==> src/rtl/hsha_pkg.sv <==
// shared types, constants and helper functions for the sha-1 / hmac byte engine
`timescale 1ns / 1ps
package hsha_pkg;

    localparam logic [4:0] KEY_BYTES = 5'd16;

    localparam logic [1:0] CFG_HMAC_ENABLE = 2'd0;
    localparam logic [1:0] CFG_KEY_UPPER   = 2'd1;
    localparam logic [1:0] CFG_KEY_LOWER   = 2'd2;
    localparam logic [1:0] CFG_KEY_SIZE    = 2'd3;

    localparam logic [7:0] IPAD_BYTE = 8'h36;
    localparam logic [7:0] OPAD_BYTE = 8'h5C;
    localparam logic [7:0] MARK_BYTE = 8'h80;

    localparam logic [159:0] SHA1_IV =
        160'h67452301_EFCDAB89_98BADCFE_10325476_C3D2E1F0;

    typedef struct packed {
        logic [7:0] data_byte;
        logic       byte_present;
        logic       end_of_message;
    } t_in_item;

    typedef struct packed {
        logic [31:0] digest_word;
        logic [2:0]  word_number;
        logic        last_word;
    } t_out_item;

    // request from the sequencer to the compression core
    typedef struct packed {
        logic       init;
        logic       wr;
        logic       count;
        logic [7:0] data;
    } t_core_req;

    typedef struct packed {
        logic        busy;
        logic [5:0]  fill;
        logic [63:0] bits;
    } t_core_sts;

    typedef enum logic [3:0] {
        ST_IDLE,
        ST_MSG,
        ST_KPAD,
        ST_ITEM,
        ST_PAD80,
        ST_ZERO,
        ST_LEN,
        ST_DONE,
        ST_INNER,
        ST_OUT
    } t_state;

    function automatic logic [31:0] round_const(input logic [6:0] r);
        logic [31:0] k;
        if (r < 7'd20)      k = 32'h5A827999;
        else if (r < 7'd40) k = 32'h6ED9EBA1;
        else if (r < 7'd60) k = 32'h8F1BBCDC;
        else                k = 32'hCA62C1D6;
        return k;
    endfunction

    function automatic logic [31:0] round_fn(input logic [6:0] r, input logic [31:0] b,
                                             input logic [31:0] c, input logic [31:0] d);
        logic [31:0] f;
        if (r < 7'd20)      f = (b & c) | (~b & d);
        else if (r < 7'd40) f = b ^ c ^ d;
        else if (r < 7'd60) f = (b & c) | (b & d) | (c & d);
        else                f = b ^ c ^ d;
        return f;
    endfunction

    // key byte xor pad; bytes past the clipped key length are the bare pad
    function automatic logic [7:0] key_pad_byte(input logic [63:0] upper,
                                                input logic [63:0] lower,
                                                input logic [4:0] klen,
                                                input logic [5:0] idx,
                                                input logic [7:0] pad);
        logic [4:0]  len;
        logic [63:0] src;
        logic [63:0] sh;
        logic [7:0]  k;
        len = (klen > KEY_BYTES) ? KEY_BYTES : klen;
        src = idx[3] ? lower : upper;
        sh  = src >> (6'd56 - {idx[2:0], 3'b000});
        k   = ({1'b0, idx} < {1'b0, len}) ? sh[7:0] : 8'h00;
        return k ^ pad;
    endfunction

endpackage

==> src/rtl/hsha_core.sv <==
// sha-1 block buffer, message schedule and one-round-per-cycle compression unit
`timescale 1ns / 1ps
module hsha_core
    import hsha_pkg::*;
(
    input  logic           i_clk,
    input  logic           i_rst_n,
    input  t_core_req      i_req,
    output t_core_sts      o_sts,
    output logic [159:0]   o_chain
);

    logic [511:0] r_blk;
    logic [31:0]  r_h [5];
    logic [31:0]  r_a, r_b, r_c, r_d, r_e;
    logic [6:0]   r_round;
    logic         r_busy;
    logic [5:0]   r_fill;
    logic [63:0]  r_bits;

    logic [31:0] x_sched;
    logic [31:0] w_cur;
    logic [31:0] t_sum;

    assign x_sched = r_blk[511-32*13 -: 32] ^ r_blk[511-32*8 -: 32]
                   ^ r_blk[511-32*2 -: 32] ^ r_blk[511:480];
    assign w_cur   = (r_round < 7'd16) ? r_blk[511:480] : {x_sched[30:0], x_sched[31]};
    assign t_sum   = {r_a[26:0], r_a[31:27]} + round_fn(r_round, r_b, r_c, r_d)
                   + r_e + w_cur + round_const(r_round);

    always_ff @(posedge i_clk) begin
        if (!i_rst_n) begin
            r_busy  <= 1'b0;
            r_round <= '0;
            r_fill  <= '0;
            r_bits  <= '0;
            r_a <= '0; r_b <= '0; r_c <= '0; r_d <= '0; r_e <= '0;
            for (int i = 0; i < 5; i++) r_h[i] <= SHA1_IV[159-32*i -: 32];
        end else if (r_busy) begin
            if (r_round == 7'd80) begin
                r_h[0] <= r_h[0] + r_a;
                r_h[1] <= r_h[1] + r_b;
                r_h[2] <= r_h[2] + r_c;
                r_h[3] <= r_h[3] + r_d;
                r_h[4] <= r_h[4] + r_e;
                r_busy <= 1'b0;
            end else begin
                r_blk   <= {r_blk[479:0], w_cur};
                r_e     <= r_d;
                r_d     <= r_c;
                r_c     <= {r_b[1:0], r_b[31:2]};
                r_b     <= r_a;
                r_a     <= t_sum;
                r_round <= r_round + 7'd1;
            end
        end else begin
            if (i_req.init) begin
                r_fill <= '0;
                r_bits <= '0;
                for (int i = 0; i < 5; i++) r_h[i] <= SHA1_IV[159-32*i -: 32];
            end else if (i_req.wr) begin
                r_blk  <= {r_blk[503:0], i_req.data};
                r_fill <= r_fill + 6'd1;
                if (i_req.count) r_bits <= r_bits + 64'd8;
                // block full: start the 80 rounds
                if (r_fill == 6'd63) begin
                    r_busy  <= 1'b1;
                    r_round <= '0;
                    r_a <= r_h[0]; r_b <= r_h[1]; r_c <= r_h[2];
                    r_d <= r_h[3]; r_e <= r_h[4];
                end
            end
        end
    end

    assign o_sts.busy = r_busy;
    assign o_sts.fill = r_fill;
    assign o_sts.bits = r_bits;
    assign o_chain    = {r_h[0], r_h[1], r_h[2], r_h[3], r_h[4]};

endmodule

==> src/rtl/hmac_sha1_byte_stream.sv <==
// top level: request sequencer, padding and hmac key schedule around the sha-1 core
`timescale 1ns / 1ps
// Byte-stream SHA-1 / HMAC-SHA1 engine. One request carries one message byte
// (byte_present) and/or the end mark; on the end mark the block returns five
// 32-bit big-endian digest words, word 4 flagged last_word. With hmac_enable
// set when a message starts, the key XOR 0x36 block is absorbed first and the
// outer hash over key XOR 0x5C plus the inner digest follows the end mark.
// Keys are up to 16 bytes, key byte 0 in the top bits of key_upper; a key
// size above 16 counts as 16. A message byte is first accepted into the held
// request, then written into the block buffer; every filled 64-byte block
// then runs its 80 rounds and the chain add in the single shared round unit.
// Padding adds up to 72 pad bytes plus one or two compressions; HMAC adds 64
// key-pad bytes and one compression at message start, and at the end 84
// bytes, a second padding pass of 44 bytes and two more compressions. Input
// stall is low only while idle, or between message bytes while the round unit
// is free; it stays high while a held request is written, pad bytes are
// produced and the digest is read out. Configuration writes are taken at any
// time but must only be issued while the block is idle.
module hmac_sha1_byte_stream
    import hsha_pkg::*;
(
    input  logic        i_clk,
    input  logic        i_rst_n,
    input  logic        i_in_valid,
    output logic        o_in_stall,
    input  t_in_item    i_in_data,
    output logic        o_out_valid,
    input  logic        i_out_stall,
    output t_out_item   o_out_data,
    input  logic        i_cfg_valid,
    output logic        o_cfg_ready,
    input  logic [1:0]  i_cfg_index,
    input  logic [63:0] i_cfg_data
);

    t_state       r_state, n_state;
    t_core_req    core_req;
    t_core_sts    core_sts;
    logic [159:0] chain;

    // configuration registers
    logic         r_hmac_enable;
    logic [63:0]  r_key_upper;
    logic [63:0]  r_key_lower;
    logic [4:0]   r_key_size;

    logic         r_hmac;      // mode latched at message start
    logic         r_outer;     // working on the outer hash
    t_in_item     r_item;      // held request
    logic [5:0]   r_cnt;
    logic [159:0] r_inner;     // inner digest, shifted out a byte at a time

    logic         in_acc;
    logic         in_live;
    logic [63:0]  len_sh;
    logic [159:0] chain_sh;

    assign o_cfg_ready = 1'b1;
    assign in_acc  = i_in_valid && !o_in_stall;
    assign in_live = i_in_data.byte_present || i_in_data.end_of_message;
    assign len_sh  = core_sts.bits >> (6'd56 - {r_cnt[2:0], 3'b000});
    assign chain_sh = chain << {r_cnt[2:0], 5'b00000};

    always_ff @(posedge i_clk) begin
        if (!i_rst_n) begin
            r_hmac_enable <= 1'b1;
            r_key_upper   <= '0;
            r_key_lower   <= '0;
            r_key_size    <= KEY_BYTES;
        end else if (i_cfg_valid && o_cfg_ready) begin
            case (i_cfg_index)
                CFG_HMAC_ENABLE: r_hmac_enable <= i_cfg_data[0];
                CFG_KEY_UPPER:   r_key_upper   <= i_cfg_data;
                CFG_KEY_LOWER:   r_key_lower   <= i_cfg_data;
                CFG_KEY_SIZE:    r_key_size    <= i_cfg_data[4:0];
                default: ;
            endcase
        end
    end

    // next state
    always_comb begin
        n_state = r_state;
        case (r_state)
            ST_IDLE: begin
                if (in_acc && in_live) n_state = r_hmac_enable ? ST_KPAD : ST_ITEM;
            end
            ST_MSG: begin
                if (in_acc && in_live) n_state = ST_ITEM;
            end
            ST_KPAD: begin
                if (!core_sts.busy && r_cnt == 6'd63) n_state = r_outer ? ST_INNER : ST_ITEM;
            end
            ST_ITEM: begin
                if (!core_sts.busy) n_state = r_item.end_of_message ? ST_PAD80 : ST_MSG;
            end
            ST_PAD80: begin
                if (!core_sts.busy) n_state = ST_ZERO;
            end
            ST_ZERO: begin
                if (!core_sts.busy && core_sts.fill == 6'd56) n_state = ST_LEN;
            end
            ST_LEN: begin
                if (!core_sts.busy && r_cnt[2:0] == 3'd7) n_state = ST_DONE;
            end
            ST_DONE: begin
                if (!core_sts.busy) n_state = (r_hmac && !r_outer) ? ST_KPAD : ST_OUT;
            end
            ST_INNER: begin
                if (!core_sts.busy && r_cnt == 6'd19) n_state = ST_PAD80;
            end
            ST_OUT: begin
                if (!i_out_stall && r_cnt[2:0] == 3'd4) n_state = ST_IDLE;
            end
            default: n_state = ST_IDLE;
        endcase
    end

    // outputs and core requests
    always_comb begin
        core_req    = '0;
        o_in_stall  = 1'b1;
        o_out_valid = 1'b0;
        case (r_state)
            ST_IDLE: begin
                o_in_stall    = 1'b0;
                core_req.init = in_acc && in_live;
            end
            ST_MSG: o_in_stall = core_sts.busy;
            ST_KPAD: begin
                core_req.wr    = !core_sts.busy;
                core_req.count = 1'b1;
                core_req.data  = key_pad_byte(r_key_upper, r_key_lower, r_key_size,
                                              r_cnt, r_outer ? OPAD_BYTE : IPAD_BYTE);
            end
            ST_ITEM: begin
                core_req.wr    = !core_sts.busy && r_item.byte_present;
                core_req.count = 1'b1;
                core_req.data  = r_item.data_byte;
            end
            ST_PAD80: begin
                core_req.wr   = !core_sts.busy;
                core_req.data = MARK_BYTE;
            end
            ST_ZERO: core_req.wr = !core_sts.busy && core_sts.fill != 6'd56;
            ST_LEN: begin
                core_req.wr   = !core_sts.busy;
                core_req.data = len_sh[7:0];
            end
            ST_DONE: core_req.init = !core_sts.busy && r_hmac && !r_outer;
            ST_INNER: begin
                core_req.wr    = !core_sts.busy;
                core_req.count = 1'b1;
                core_req.data  = r_inner[159:152];
            end
            ST_OUT: o_out_valid = 1'b1;
            default: ;
        endcase
    end

    assign o_out_data.digest_word = chain_sh[159:128];
    assign o_out_data.word_number = r_cnt[2:0];
    assign o_out_data.last_word   = (r_cnt[2:0] == 3'd4);

    always_ff @(posedge i_clk) begin
        if (!i_rst_n) begin
            r_state <= ST_IDLE;
            r_hmac  <= 1'b0;
            r_outer <= 1'b0;
            r_cnt   <= '0;
        end else begin
            r_state <= n_state;
            case (r_state)
                ST_IDLE: begin
                    r_hmac  <= r_hmac_enable;
                    r_outer <= 1'b0;
                    r_cnt   <= '0;
                end
                ST_KPAD, ST_INNER: if (!core_sts.busy) r_cnt <= (n_state == r_state) ?
                                                                r_cnt + 6'd1 : '0;
                ST_ZERO: r_cnt <= '0;
                ST_LEN: if (!core_sts.busy) r_cnt <= r_cnt + 6'd1;
                ST_DONE: begin
                    r_cnt <= '0;
                    if (!core_sts.busy && r_hmac && !r_outer) r_outer <= 1'b1;
                end
                ST_OUT: if (!i_out_stall) r_cnt <= r_cnt + 6'd1;
                default: ;
            endcase
        end
    end

    // payload registers
    always_ff @(posedge i_clk) begin
        if (in_acc) r_item <= i_in_data;
        if (r_state == ST_DONE && !core_sts.busy) r_inner <= chain;
        else if (r_state == ST_INNER && !core_sts.busy) r_inner <= {r_inner[151:0], 8'h00};
    end

    hsha_core u_core (
        .i_clk   (i_clk),
        .i_rst_n (i_rst_n),
        .i_req   (core_req),
        .o_sts   (core_sts),
        .o_chain (chain)
    );

`ifndef SYNTHESIS
    a_no_write_busy: assert property (@(posedge i_clk) disable iff (!i_rst_n)
        core_req.wr |-> !core_sts.busy) else $error("byte written during rounds");
    a_no_out_busy: assert property (@(posedge i_clk) disable iff (!i_rst_n)
        o_out_valid |-> !core_sts.busy) else $error("digest shown during rounds");
    a_accept_idle_core: assert property (@(posedge i_clk) disable iff (!i_rst_n)
        in_acc |-> !core_sts.busy) else $error("request taken during rounds");
    a_last_ends: assert property (@(posedge i_clk) disable iff (!i_rst_n)
        (o_out_valid && !i_out_stall && o_out_data.last_word) |=> !o_out_valid)
        else $error("extra digest word");
    a_no_in_while_out: assert property (@(posedge i_clk) disable iff (!i_rst_n)
        o_out_valid |-> o_in_stall) else $error("request taken during digest output");
`endif

endmodule

==> config.mk <==
export PLATFORM = sky130hd
export DESIGN_NAME = hmac_sha1_byte_stream
export DESIGN_NICKNAME = d
export VERILOG_FILES = /design/src/rtl/hsha_pkg.sv /design/src/rtl/hsha_core.sv /design/src/rtl/hmac_sha1_byte_stream.sv
export SDC_FILE = /design/constraint.sdc
export NUM_CORES = 2
export LEC_CHECK = 0
export ABC_AREA = 1
export BUFFER_PORTS_ARGS = -buffer_cell sky130_fd_sc_hd__buf_2
export CAP_MARGIN = 20
export CORE_ASPECT_RATIO = 0.7
export CORE_MARGIN = 3
export CORE_UTILIZATION = 45
export DETAILED_ROUTE_END_ITERATION = 8
export GPL_TIMING_DRIVEN = 1
export MAX_ROUTING_LAYER = met4
export PLACE_DENSITY = 0.6
export SLEW_MARGIN = 15
export SYNTH_ARGS = -nofsm -noshare
export SYNTH_HDL_FRONTEND = slang
export SYNTH_HIERARCHICAL = 1
export SYNTH_SLANG_ARGS = --single-unit
==> constraint.sdc <==
create_clock -name i_clk -period 42.6 [get_ports i_clk]
set_clock_uncertainty 0.2 [all_clocks]
set_input_delay 6.39 -clock i_clk [delete_from_list [all_inputs] [get_ports i_clk]]
set_output_delay 6.39 -clock i_clk [all_outputs]
set_load 0.02 [all_outputs]
**Word level (Yosys, flattened, before mapping)**

Memories as Yosys holds them, arrays and structs flattened.
Cells that the tools add are included.

- Add/sub/neg operators: 14
- Order comparisons: 6
- Equal/unequal tests: 27
- Shifts and indexed selects: 3
- Multiplexer cells: 104
- Bitwise operators: 25
- Reduce and logical (&&, ||, !) cells: 42

Operators with widths:

| cell | number |
|---|---|
| $mux 512 | 4 |
| $mux 32 | 41 |
| $mux 160 | 2 |
| $add 32x32->32 | 9 |
| $mux 64 | 4 |
| $shl 160x8->160 | 1 |
| $xor 32x32->32 | 5 |
| $and 32x32->32 | 4 |
| $shr 64x6->8 | 2 |
| $or 32x32->32 | 3 |
| $add 64x4->64 const B | 1 |
| $mux 4 | 12 |
| $mux 7 | 6 |
| $pmux 4 s10 | 1 |
| $pmux 8 s5 | 1 |
| $mux 6 | 6 |
| $not 32->32 | 1 |
| $mux 31 | 1 |
| $pmux 6 s4 | 1 |
| $eq 6x6->1 const B | 3 |
| $mux 1 | 18 |
| $eq 4x3->1 const B | 4 |
| $logic_and 1x1->1 | 14 |
| $lt 7x5->1 const B | 2 |
| other kinds (38) | 75 |

- Bits in registers: 1066
- RAM bits: 160
- Output and inout bits: 39
- Logic and storage cells: 244
- Memories: 1

Memory list:

| name | depth | bits a word | read ports | clocked after memory_dff | wr ports | RTL line | text |
|---|---|---|---|---|---|---|---|
| u_core.r_h | 5 | 32 | 5 | 0 | 5 | hsha_core.sv:14 | `logic [31:0] r_h [5];` |

**Logic depth before layout (Yosys ltp)**

- Word-level depth: 12
- Mapped depth: 26
- Gate-level depth less buffers: 25

**Cells and area by module**

Netlist, hierarchy kept.

By module, submodules not included:

| module | times used | cells an instance | area each (µm²) | sequential area each (µm²) |
|---|---|---|---|---|
| hsha_core | 1 | 6497 | 54265.8 | 24883.9 |
| hmac_sha1_byte_stream | 1 | 1902 | 15826.4 | 8027.7 |

**Worst setup path after synthesis**

No wires, ideal clock.

- Path kind: input-to-reg
- From: input port i_in_valid
- To: register u_core.r_blk[0] (enable)
- Setup time: 4.943 ns
- Arrival: 36.330 ns
- Setup slack: 1.127 ns
- Stages: 8
- Path buffers: 1
- Path through: nand4_1 -> o31ai_1 -> inv_2 -> buf_6 -> nor2_4 -> nor2_1 -> nand2_1 -> a21oi_1

RTL lines:

| what | RTL line | text |
|---|---|---|
| from (decl) | hmac_sha1_byte_stream.sv:24 | `input logic i_in_valid,` |
| to (signal assigned) | hsha_core.sv:48 | `r_blk <= {r_blk[479:0], w_cur};` |
| to (signal assigned) | hsha_core.sv:62 | `r_blk <= {r_blk[503:0], i_req.data};` |
| to (decl) | hsha_core.sv:13 | `logic [511:0] r_blk;` |

**Worst setup path in the final report**

- From: input port i_rst_n
- To: register u_core.r_blk[212] (enable)

- Cells in the longest elaborated chain, start to end: 1

Ends and longest elaborated chain:

| what | RTL line | text |
|---|---|---|
| from (decl) | hmac_sha1_byte_stream.sv:23 | `input logic i_rst_n,` |
| $reduce_and 4->1 (no line) | -- |  |

No other way between the ends.
A chain may end at the register's enable or synchronous reset.

==> impl_metrics.yaml <==
global_routing:
  overflow: 0
  grt_use_total: 0.308
  grt_start_max_net_pins: 268
  grt_pass1_vias: 55201
  grt_pass1_wl_um: 361000
  antenna_found_initial: 9
timing:
  worst_slew_pin_slew_ns: 1.20
  finalMaxSlewViolations: 0
  rsz0062_at_grt: "false"
  fmax_mhz: 77.6
  timing.final.hold_violations: 0
  finalSetupViolations: 0
  relSlewSlack: 0.201
  fin_crit_sh: 0.302
  setup_tns_ns: 0
  layout_min_cycle_time_ns: 12.88
finish:
  area_growth_pct: 9.38
  fin_nets: 8746
  fillCellCount: 14807
  post-route-util: 0.499
  drive_above_1_share: 0.0749
clock_tree:
  clock_latency_ns: 0.80
  clock-root-buffer: "clkbuf_16"
  htreeDepth: 4
  post_cts_buffers: 0
  path_clk_slew_ns: 0.06
  cts_tree: "done"
  numClockSinks: 1223
  cts_resized: 0
  ctsHoldBuffers: 0
  cts.path.max_buffers: 3
  cts_buffers: 132
critical_path:
  path_class: "in2reg"
  cp_top_family: "buffers and inverters"
  crit_buf_inv: 9
  worstPathRequired_ns: 42.81
  critical_path.max_fanout: 84
  cp_slowest_cell: "a21oi_4"
  critPathMaxStageDelay_ns: 1.03
  start_kind: "input pin"
  path_cells: "buf_6 -> inv_1 -> buf_4 -> nor2_2 -> nand2_4 -> a21oi_4 -> buf_4 -> buf_4 -> buf_4 -> buf_16 -> buf_4 -> buf_4"
  cp-end-kind: "flip-flop"
  worstPathArrival_ns: 13.09
  crit_top_cell: "buf_4"
worst_hold_path:
  hold_path_class: "reg2reg"
logic_synthesis:
  synth_cells: 8399
  yosysMostFrequentCell: "nand2_1"
  synth_area_um2: 70100
  synth_area_leaders: "edfxtp_1 36%, dfxtp_1 11%, nand2_1 10%"
  syn_avg_cell_area_um2: 8.35
  synth_cell_type_count: 72
  yosysWarnings: 6
  netlist.area_leader.share: 0.361
  ys_seq_area_frac: 0.470
  synth_edf_count: 842
  ys.flop_type: "edfxtp_1"
  synth_top_area_cell: "edfxtp_1"
  yosys-top-cells-count: "1876 x nand2_1, 1132 x o21ai_0, 912 x inv_1, 842 x edfxtp_1, 749 x nor2_1"
  async_flop_share: 0
  ys_ff_latch: 1223
place:
  gp_congestion: 1.05
  portBuffers: 118
  place_hpwl_um: 179000
route:
  drtIter0Drc: 8848
  vias: 61113
  ant_nets: 0
  dr.pass1.iters: 8
  drc: 0
  wl_per_cell_um: 23.5
  vias_per_cell: 5.81
  routed_wl_um: 247000
pwr:
  powerDensity_nw_per_um2: 36.0
  power.internal_w: 0.00204
  vdd.ir_drop.worst_uv: 25.0
  seq_power_share: 0.487
  p_clk_frac: 0.427
  comb_power_share: 0.086
  switching_power_w: 0.000722
  switching_share: 0.261
  leakagePower_nw: 31.4
floorplanning:
  dieArea_um2: 161000
  ioPinCount: 120
  die_x_um: 478
  core_um2: 154000
  die_y_um: 336
  start_util: 0.456
  placementRows: 120
run:
  maxCapViolCount: 0
status:
  status: "complete, no violations"
flip-flops by register name, indices dropped and copies added (netlist names), 7 cells and up:
register and flops:
r_inner 160, r_item 10, r_key_lower 64, r_key_upper 64, u_core/r_a 32, u_core/r_b 32
u_core/r_bits 61, u_core/r_blk 512, u_core/r_c 32, u_core/r_d 32, u_core/r_e 32, u_core/r_h 160
u_core/r_round 7
cells in the final DEF, fill, tap and decap left out, types with 54 or more instances in the layout:
master     synthesis  final
a31oi_1          129    129
fa_1             125    125
or2_2             54     54
nor2_1           749    745
a21oi_1          460    459
mux2_2            93     93
clkbuf_16          0    134
nand2_1         1876   1873
nor3_1            63     63
nand4_1          102    102
buf_4             13     58
nand3_1          347    346
buf_2             82    117
o21ai_0         1132   1130
xnor2_1          108    108
inv_1            912    909
edfxtp_1         842    842
dfxtp_1          381    378
ha_1             204    204
power by group through the flow:
stage | registers [W] | clock network, W | logic (W)
final | 0.00135 | 0.00118 | 0.000237
after global routing | 0.00135 | 0.00125 | 0.000259
after CTS | 0.00134 | 0.00120 | 0.000233
after floorplan | 0.00139 | 0 | 0.000151
after detailed placement | 0.00137 | 0 | 0.000232
after global placement | 0.00137 | 0 | 0.000230
path summary, 6_finish.rpt:
path,cells after the start,slack (ns),end,startpoint
worst max-delay path,12,29.72,u_core/r_blk[212],i_rst_n
worst min-delay path,2,0.28,r_key_lower[7],r_key_lower[7]
worst max register to register,16,34.05,u_core/r_blk[212],u_core/r_busy
worst min register to register,2,0.28,r_key_lower[7],r_key_lower[7]
through the flow:
step	cell area, um2	setup WS [ns]	hold slack (ns)	total power, W	std cells
floorplan	70100	1.13	0.243	0.00154	8401
global placement	72300	28.73	0.257	0.00160	10272
detailed placement	72300	28.65	0.273	0.00160	10272
CTS	76600	29.50	0.288	0.00278	10510
global route	76700	29.14	0.302	0.00285	10516
finish	76700	29.72	0.283	0.00276	10518
metal layers:
metal / wire length [um] / vias up / share of wire / global-route usage
li1: - / 28246 / - / -
met1: 113000 / 29233 / 0.46 / 0.463
met2: 92900 / 3260 / 0.38 / 0.385
met3: 34000 / 374 / 0.14 / 0.0994
met4: 6910 / 0 / 0.028 / 0.0858
met5: 0 / - / 0 / -
cells by family after synthesis:
logic type                 Yosys count  share of synthesized area
and+or+nand+nor                   3299                      0.197
other                                2                   0.000107
buffers and inverters             1311                     0.0727
xor gates and xnor gates           140                     0.0175
DFF                               1223                      0.470
adders and majority gates          329                     0.0721
muxes                               95                     0.0152
AOI/OAI and AO/OA                 2000                      0.156
worst min-delay path: cells and delay by family, from the launching register on:
kind             cells  cell delay (ns)
AND/OR/NAND/NOR      2             0.13
flip-flops           1             0.32
cell type report:
class	count	area (um2)	share of cell area
sequential	1223	32900	0.429
multi-input combinational	5867	32200	0.420
clock buffer	172	3630	0.0473
inverter	929	3490	0.0456
tap	2074	2590	0.0338
timing repair buffer	183	1170	0.0153
clock inverter	66	669	0.00873
antenna	4	10.0	0.000131
Power figures use the tool's default switching activity.
